$ cat src/rtl/core/idll_pkg.sv
// Shared constants, codes and control types of the linked list engine.
`default_nettype none

package idll_pkg;

	localparam int NODE_COUNT = 1024;
	localparam int NODE_W     = $clog2(NODE_COUNT);
	localparam int MAX_TAKE   = 63;
	localparam int CNT_W      = 6;
	localparam int SUM_W      = 32;
	localparam int KIND_W     = 2;

	localparam logic [KIND_W-1:0] KIND_INSERT = 2'd0;
	localparam logic [KIND_W-1:0] KIND_SPLICE = 2'd1;
	localparam logic [KIND_W-1:0] KIND_TAKE   = 2'd2;

	typedef enum logic [3:0] {
		ST_CLEAR,
		ST_IDLE,
		ST_INS_RD,
		ST_INS_WR,
		ST_SPL_RD,
		ST_SPL_UNLINK,
		ST_SPL_RDC,
		ST_SPL_LINK,
		ST_SPL_CLOSE,
		ST_TAKE_RD,
		ST_TAKE_WR,
		ST_TAKE_SUM
	} state_t;

	typedef enum logic [3:0] {
		DP_NOP,
		DP_CLEAR,
		DP_LOAD,
		DP_INS_RD,
		DP_INS_WR,
		DP_SPL_RD,
		DP_SPL_UNLINK,
		DP_SPL_RDC,
		DP_SPL_LINK,
		DP_SPL_CLOSE,
		DP_TAKE_RD,
		DP_TAKE_WR,
		DP_TAKE_SUM
	} dp_op_t;

	typedef struct packed {
		dp_op_t op;
	} dp_cmd_t;

	typedef struct packed {
		logic clr_last;
		logic take_go;
		logic out_free;
	} dp_sts_t;

endpackage

`default_nettype wire

$ cat src/rtl/core/idll_ctrl.sv
// Controller state machine that sequences link reads and writes for each item.
`default_nettype none

module idll_ctrl
	import idll_pkg::*;
(
	input  wire logic              clk,
	input  wire logic              arst_n,
	input  wire logic              in_valid,
	input  wire logic [KIND_W-1:0] in_kind,
	output logic                   in_ready,
	output dp_cmd_t                cmd,
	input  wire dp_sts_t           sts
);

	state_t state_q, state_d;

	always_ff @(posedge clk or negedge arst_n) begin
		if (!arst_n) begin
			state_q <= ST_CLEAR;
		end else begin
			state_q <= state_d;
		end
	end

	always_comb begin
		state_d  = state_q;
		cmd.op   = DP_NOP;
		in_ready = 1'b0;
		unique case (state_q)
			ST_CLEAR: begin
				cmd.op = DP_CLEAR;
				if (sts.clr_last) begin
					state_d = ST_IDLE;
				end
			end
			ST_IDLE: begin
				in_ready = 1'b1;
				if (in_valid) begin
					cmd.op = DP_LOAD;
					unique case (in_kind)
						KIND_INSERT: state_d = ST_INS_RD;
						KIND_SPLICE: state_d = ST_SPL_RD;
						KIND_TAKE:   state_d = ST_TAKE_RD;
						default:     state_d = ST_IDLE;
					endcase
				end
			end
			ST_INS_RD: begin
				cmd.op  = DP_INS_RD;
				state_d = ST_INS_WR;
			end
			ST_INS_WR: begin
				cmd.op  = DP_INS_WR;
				state_d = ST_IDLE;
			end
			ST_SPL_RD: begin
				cmd.op  = DP_SPL_RD;
				state_d = ST_SPL_UNLINK;
			end
			ST_SPL_UNLINK: begin
				cmd.op  = DP_SPL_UNLINK;
				state_d = ST_SPL_RDC;
			end
			ST_SPL_RDC: begin
				cmd.op  = DP_SPL_RDC;
				state_d = ST_SPL_LINK;
			end
			ST_SPL_LINK: begin
				cmd.op  = DP_SPL_LINK;
				state_d = ST_SPL_CLOSE;
			end
			ST_SPL_CLOSE: begin
				cmd.op  = DP_SPL_CLOSE;
				state_d = ST_IDLE;
			end
			ST_TAKE_RD: begin
				if (sts.take_go) begin
					cmd.op  = DP_TAKE_RD;
					state_d = ST_TAKE_WR;
				end else begin
					state_d = ST_TAKE_SUM;
				end
			end
			ST_TAKE_WR: begin
				if (sts.out_free) begin
					cmd.op  = DP_TAKE_WR;
					state_d = ST_TAKE_RD;
				end
			end
			ST_TAKE_SUM: begin
				if (sts.out_free) begin
					cmd.op  = DP_TAKE_SUM;
					state_d = ST_IDLE;
				end
			end
			default: begin
				state_d = ST_IDLE;
			end
		endcase
	end

endmodule

`default_nettype wire

$ cat config.mk
export PLATFORM = sky130hd
export DESIGN_NAME = idll_ctrl
export DESIGN_NICKNAME = d
export VERILOG_FILES = /design/src/rtl/core/idll_pkg.sv /design/src/rtl/core/idll_ctrl.sv
export SDC_FILE = /design/constraint.sdc
export NUM_CORES = 1
export LEC_CHECK = 0
export ABC_AREA = 1
export BUFFER_PORTS_ARGS = -buffer_cell sky130_fd_sc_hd__clkbuf_2
export CAP_MARGIN = 20
export CELL_PAD_IN_SITES_DETAIL_PLACEMENT = 2
export CELL_PAD_IN_SITES_GLOBAL_PLACEMENT = 2
export CORE_ASPECT_RATIO = 1.1
export CORE_MARGIN = 2
export CORE_UTILIZATION = 20
export CTS_CLUSTER_SIZE = 24
export DETAILED_ROUTE_END_ITERATION = 16
export GPL_TIMING_DRIVEN = 0
export PLACE_DENSITY_LB_ADDON = 0.1
export RECOVER_POWER = 100
export SETUP_SLACK_MARGIN = 0.4
export SLEW_MARGIN = 20
export SYNTH_ARGS = -nofsm -noshare
export SYNTH_HDL_FRONTEND = slang
export SYNTH_SLANG_ARGS = --single-unit
$ cat constraint.sdc
create_clock -name clk -period 1.29 [get_ports clk]
set_clock_uncertainty 0.2 [all_clocks]
set_input_delay 0.0645 -clock clk [delete_from_list [all_inputs] [get_ports clk]]
set_output_delay 0.0645 -clock clk [all_outputs]
set_load 0.01 [all_outputs]
==> results of run 1 <==
synthesized netlist by cell type:
library cell and instances:
o21bai_1 1, dfrtp_1 4, nor2_1 4, o211ai_1 1
nor2_4 2, nor2_2 2, nand3_2 1, o21ai_1 1
nand2_1 22, a21oi_1 3, nand3_1 14, inv_1 10
inv_2 4, nand4_1 1, o31ai_1 1
area by class of cell:
type	instances	share of cell area [%]
Inverter	14	6.93
Clock buffer	3	2.83
Timing Repair Buffer	29	27.7
Multi-Input combinational cell	53	45.0
Sequential cell	4	13.1
Tap cell	28	4.41
per-layer routing:
metal  global-route usage, %  part of all wire, %  routed length (µm)  up-vias
li1                        -                    -                   -      290
met1                    18.7                   41                 777      300
met2                    25.5                   57                1080        7
met3                    2.08                 0.85                  16        2
met4                    6.94                  1.2                  22        0
met5                       0                    0                   0        -
kinds of logic (layout without fill, tap and decap cells):
| family | Yosys count | count (layout) | share of synthesized area [%] |
|---|---|---|---|
| buffers and inverters | 14 | 46 | 12.7 |
| AND/OR/NAND/NOR | 46 | 46 | 52.9 |
| AO/OA/AOI/OAI | 7 | 7 | 10.3 |
| flip-flops | 4 | 4 | 24.2 |
power breakdown:
part	switching, mW	internal [mW]
sequential	0.0875	0.177
clock	0.0491	0.104
combinational	0.705	0.632
metrics by stage:
stage | instances | setup TNS, ns | utilization (%) | hold WS, ns | setup slack, ns
global route | 131 | -3.17 | 40.2 | -0.121 | -0.478
CTS | 121 | -2.15 | 30.7 | -0.0930 | -0.365
detailed placement | 111 | -1.09 | 26.0 | -0.329 | -0.192
floorplan | 71 | -0.00612 | - | -0.431 | -0.00317
finish | 131 | -2.33 | 40.2 | -0.112 | -0.377
global placement | 111 | -1.04 | 26.0 | -0.329 | -0.197
what timing repair did:
action | CTS | global route
setup buffers | 6 | 10
pin swaps | 0 | 8
hold endpoints to repair | 6 | 5
setup endpoints to repair | 9 | 9
resized for setup | 7 | 34
worst max-delay path, stage by stage, from the launching register on:
cell,delay [ns]
dfrtp_2,0.46
inv_1,0.14
nand2_4,0.08
nor2_4,0.18
nand2_1,0.09
nand3_1,0.09
buf_2,0.13
final timing paths:
path                            start         end  slack [ns]  depth (start not counted)
max in group asynchronous      arst_n  state_q[1]        0.72                          2
min                        in_kind[0]  state_q[2]       -0.11                          3
min in group asynchronous      arst_n  state_q[0]       -0.02                          2
min reg2reg                state_q[3]  state_q[3]        0.57                          4
max reg2reg                state_q[3]  state_q[3]       -0.20                          7
max                        state_q[1]      cmd[1]       -0.38                          6
==> summary.txt, run 1 <==
Finish
  – Diode count: 0
  – Final net count: 113
  – Final Cell Area: 795 µm²
  – Area delta synth->final: 91.8%
  – Layout fillers: 252
  – Sequential Area: 104 µm²
  – Most flop-heavy register: state_q
  – Share of layout cells above drive strength 1: 60.2%
  – Most frequent cells in the layout: nand2_1, buf_4, nand3_1
  – Max reg flops: 4
  – Multi-input logic area: 358 µm²
  – Most common cell after layout, fill and taps aside: nand2_1
  – Largest regs: state_q: 4 flops

Logic synthesis
  – Yosys warnings: 0
  – Area contributors post-synth: dfrtp_1, nand2_1, nand3_1, inv_1, nor2_4
  – Register area share after synthesis: 24.2%
  – Synth top area share: 24.2%
  – Syn avg cell area: 5.83 µm²
  – Leading area contributor after synthesis: dfrtp_1
  – Synth Register Bits: 4
  – Cells after synthesis: 71
  – Post-synth design cell area: 414 µm²
  – Netlist cell types: 15
  – Syn nets: 79

Global route
  – Number of global-route vias before repair: 601
  – Initial antenna violation count: 0
  – First-pass GRT wire length: 2620 µm
  – Maximum number of pins on one net before global-route repair: 7
  – Global route overflow: 0
  – GRT Total Usage: 15.3%

Floorplanning
  – FP Rows: 17
  – DIE AREA: 2450 µm²
  – Die W: 47.4 µm
  – Top Ports: 13
  – Initial Utilization: 20.9%
  – Core ar.: 1980 µm²
  – Die Span Y: 51.7 µm

Routing
  – First-pass iteration count of the detailed router: 3
  – Post-route ant nets: 0
  – Drt drc: 0
  – Routed WL: 1890 µm
  – Routed via count: 599
  – Via/cell ratio: 4.57
  – Routed length per instance: 14.4 µm
  – Drt initial violations: 5

Clocking
  – Clk root buf: clkbuf_4
  – Clock sink count: 4
  – CTS tree: done
  – Worst-skew pair later-pin latency: 0.23 ns
  – H-tree depth: 1
  – Reg clk slew, reported paths: 0.03 ns
  – CTS buffer count: 3
  – Hold_buf cts: 1
  – Max Buffers Root-to-Sink: 2

Setup path
  – Crit path DAT: 1.40 ns
  – Req. time, crit path: 1.03 ns
  – Critical Path Fanout Max: 5
  – Critical path type: reg -> out
  – Crit. End Element: output port
  – Startpoint types: register

Timing
  – Fin worst setup slack: -0.377 ns
  – Headroom to the max-slew limit: 84.1%
  – Tmin final: 1.67 ns
  – Setup violators final: 9
  – FMAX: 0.600 GHz
  – Final Hold Vio Count: 5
  – Period Utilization, post-route: 129%
  – Worst Tran Pin Value: 0.238 ns
  – Max-slew violations: 0
  – Worst hold slack: -0.112 ns
  – RSZ-0062 raised after global routing: yes

Pwr
  – Leakage power: 0.411 nW
  – PwrDens: 2210 nW/µm²
  – Max VDD drop: 0.00107 V
  – Overall power: 1.75 mW

Hold path
  – Kind of path behind the tightest hold check: in -> reg

Flow run
  – Max-cap violations: 0

Outcome
  – Violations in the final reports: negative hold slack, negative setup slack
  – Outcome: finished, violations left

Placed design
  – Post-DP HPWL: 1180 µm
  – Final GP Congestion: 0.730
  – Placed cell area: 514 µm²
  – IO buf count: 12
Note: power is estimated with default switching activity, not from simulation.
==> run 2, diff against run 1 <==
--- a/constraint.sdc
+++ b/constraint.sdc
@@ -4,2 +4,2 @@
 set_output_delay 0.0645 -clock clk [all_outputs]
-set_load 0.01 [all_outputs]
+set_load 0.05 [all_outputs]
==> run 2 against run 1 <==
The run still ends with negative hold slack, negative setup slack left. Via count is 0.67% higher. Non-clock buffer count is the same. First-iteration DRC count down 20%. Clock-buffer cell count did not move. Wire length down 1.6%. Flip-flop and latch count did not move. Critical path type unchanged.
==> summary.txt, run 2 (synthesized netlist as in run 1, its figures left out) <==
Outcome
  – Outcome: finished, violations left (unchanged)
  – Violations in the final reports: negative hold slack, negative setup slack (unchanged)

Floorplanning
  – Core ar.: 1980 µm² (unchanged)
  – DIE AREA: 2450 µm² (unchanged)
  – Die W: 47.4 µm (unchanged)
  – FP Rows: 17 (unchanged)
  – Initial Utilization: 20.9% (unchanged)
  – Top Ports: 13 (unchanged)
  – Die Span Y: 51.7 µm (unchanged)

Timing
  – Worst Tran Pin Value: 0.227 ns (was 0.238 ns)
  – Setup_tns: -3.07 ns (was -2.33 ns)
  – Tmin final: 1.72 ns (was 1.67 ns)
  – Final Hold Vio Count: 6 (was 5)
  – Max-slew violations: 0 (unchanged)
  – Fin worst setup slack: -0.427 ns (was -0.377 ns)
  – RSZ-0062 raised after global routing: yes (unchanged)
  – FMAX: 0.583 GHz (was 0.600 GHz)
  – Worst hold slack: -0.120 ns (was -0.112 ns)
  – Setup violators final: 9 (unchanged)
  – Period Utilization, post-route: 133% (was 129%)
  – Headroom to the max-slew limit: 84.7% (was 84.1%)

Global route
  – First-pass GRT wire length: 2540 µm (was 2620 µm)
  – Initial antenna violation count: 0 (unchanged)
  – GRT Total Usage: 15.0% (was 15.3%)
  – Global route overflow: 0 (unchanged)
  – Number of global-route vias before repair: 564 (was 601)
  – Maximum number of pins on one net before global-route repair: 7 (unchanged)

Finish
  – Area delta synth->final: 93.4% (was 91.8%)
  – Largest regs: state_q: 4 flops (unchanged)
  – Most common cell after layout, fill and taps aside: buf_4 (was nand2_1)
  – Max reg flops: 4 (unchanged)
  – Share of layout cells above drive strength 1: 56.3% (was 60.2%)
  – Sequential Area: 104 µm² (unchanged)
  – Most frequent cells in the layout: buf_4, nand2_1, nand3_1 (was nand2_1, buf_4, nand3_1)
  – Layout fillers: 246 (was 252)
  – Diode count: 0 (unchanged)
  – Most flop-heavy register: state_q (unchanged)
  – Final net count: 113 (unchanged)
  – Multi-input logic area: 340 µm² (was 358 µm²)

Routing
  – Routed via count: 603 (was 599)
  – Drt initial violations: 4 (was 5)
  – Routed length per instance: 14.2 µm (was 14.4 µm)
  – Via/cell ratio: 4.60 (was 4.57)
  – Drt drc: 0 (unchanged)
  – First-pass iteration count of the detailed router: 2 (was 3)
  – Routed WL: 1860 µm (was 1890 µm)
  – Post-route ant nets: 0 (unchanged)

Hold path
  – Kind of path behind the tightest hold check: in -> reg (unchanged)
  – Hold Crit Depth: 3 (unchanged)

Clocking
  – Reg clk slew, reported paths: 0.04 ns (was 0.03 ns)
  – Clock sink count: 4 (unchanged)
  – CTS buffer count: 3 (unchanged)
  – Max Buffers Root-to-Sink: 2 (unchanged)
  – Hold_buf cts: 1 (unchanged)
  – H-tree depth: 1 (unchanged)
  – Worst-skew pair later-pin latency: 0.23 ns (about the same)
  – CTS tree: done (unchanged)
  – Clk root buf: clkbuf_4 (unchanged)

Pwr
  – PwrDens: 2570 nW/µm² (was 2210 nW/µm²)
  – Leakage power: 0.418 nW (was 0.411 nW)
  – Max VDD drop: 0.000774 V (was 0.00107 V)

Placed design
  – Dpl ws: -0.377 ns (was -0.192 ns)
  – Final GP Congestion: 0.721 (was 0.730)
  – Post-DP HPWL: 1210 µm (was 1180 µm)
  – IO buf count: 12 (unchanged)

Setup path
  – Critical Path Fanout Max: 4 (was 5)
  – CP delay by family, top: flip-flops (unchanged)
  – Critical path cell sequence: buf_12 -> nor2_4 -> inv_2 -> o211ai_1 -> buf_4 (was inv_1 -> nand2_4 -> nor2_4 -> nand2_1 -> nand3_1 -> buf_2)
  – Max incr delay on CP: 0.44 ns (was 0.46 ns)
  – Critical path type: reg -> out (unchanged)
  – Worst Reg-to-Reg Cells: 7 (unchanged)
  – Crit. End Element: output port (unchanged)
  – Buffer and inverter count on the worst path: 3 (was 2)
  – Startpoint types: register (unchanged)
  – Req. time, crit path: 1.03 ns (about the same)
  – CP Depth: 5 (was 6)
  – Crit path DAT: 1.45 ns (was 1.40 ns)
  – Critical-path top delay cell: dfrtp_2 (unchanged)

Flow run
  – Max-cap violations: 0 (unchanged)
-- run 2: power breakdown --
part           leakage [nW]  total [mW]  switching [mW]  internal, mW
clock                0.0138       0.155          0.0509         0.104
combinational         0.357        1.63           0.971         0.664
sequential           0.0468       0.266          0.0899         0.176
total                 0.418        2.06            1.11         0.944
-- run 2: worst reg2reg max path, cell delays in order (launching register included) --
cell	delay (ns)
dfrtp_2	0.44
buf_12	0.15
nor2_4	0.13
buf_4	0.13
nand3_1	0.13
nand3_2	0.13
o21bai_1	0.14
nand2_1	0.07
-- run 2: final timing paths --
check,start,to,slack [ns]
min in group asynchronous,arst_n,state_q[0],-0.01
worst min-delay path,in_kind[0],state_q[2],-0.12
worst min register to register,state_q[3],state_q[1],0.60
max in group asynchronous,arst_n,state_q[2],0.72
worst max register to register,state_q[3],state_q[0],-0.34
worst max-delay path,state_q[3],cmd[2],-0.43
-- run 2: per-stage QoR --
| stage | power [mW] | area [µm²] | utilization (%) | cells |
|---|---|---|---|---|
| after CTS | 1.73 | 649 | 32.8 | 120 |
| after global routing | 2.20 | 801 | 40.5 | 131 |
| after floorplan | 1.08 | 432 | - | 71 |
| after detailed placement | 1.34 | 527 | 26.6 | 111 |
| final | 2.06 | 801 | 40.5 | 131 |
| after global placement | 1.32 | 527 | 26.6 | 111 |
-- run 2: layer usage --
metal | vias to the layer above | routed length, µm | track usage [%]
li1 | 292 | - | -
met1 | 300 | 801 | 19.1
met2 | 9 | 1020 | 24.8
met3 | 2 | 25 | 2.08
met4 | 0 | 19 | 5.56
met5 | - | 0 | 0
-- run 2: final cells by class --
type                            count  share of cell area, %
Clock buffer                        3                   2.81
Inverter                           14                   6.87
Multi-Input combinational cell     53                   42.5
Sequential cell                     4                   13.0
Tap cell                           28                   4.38
Timing Repair Buffer               29                   30.5
-- run 2: what timing repair did --
item,CTS,global route
buffers inserted,5,11
pin swaps,2,7
setup endpoints to repair,9,9
hold endpoints to repair,6,1
resized for setup,17,22
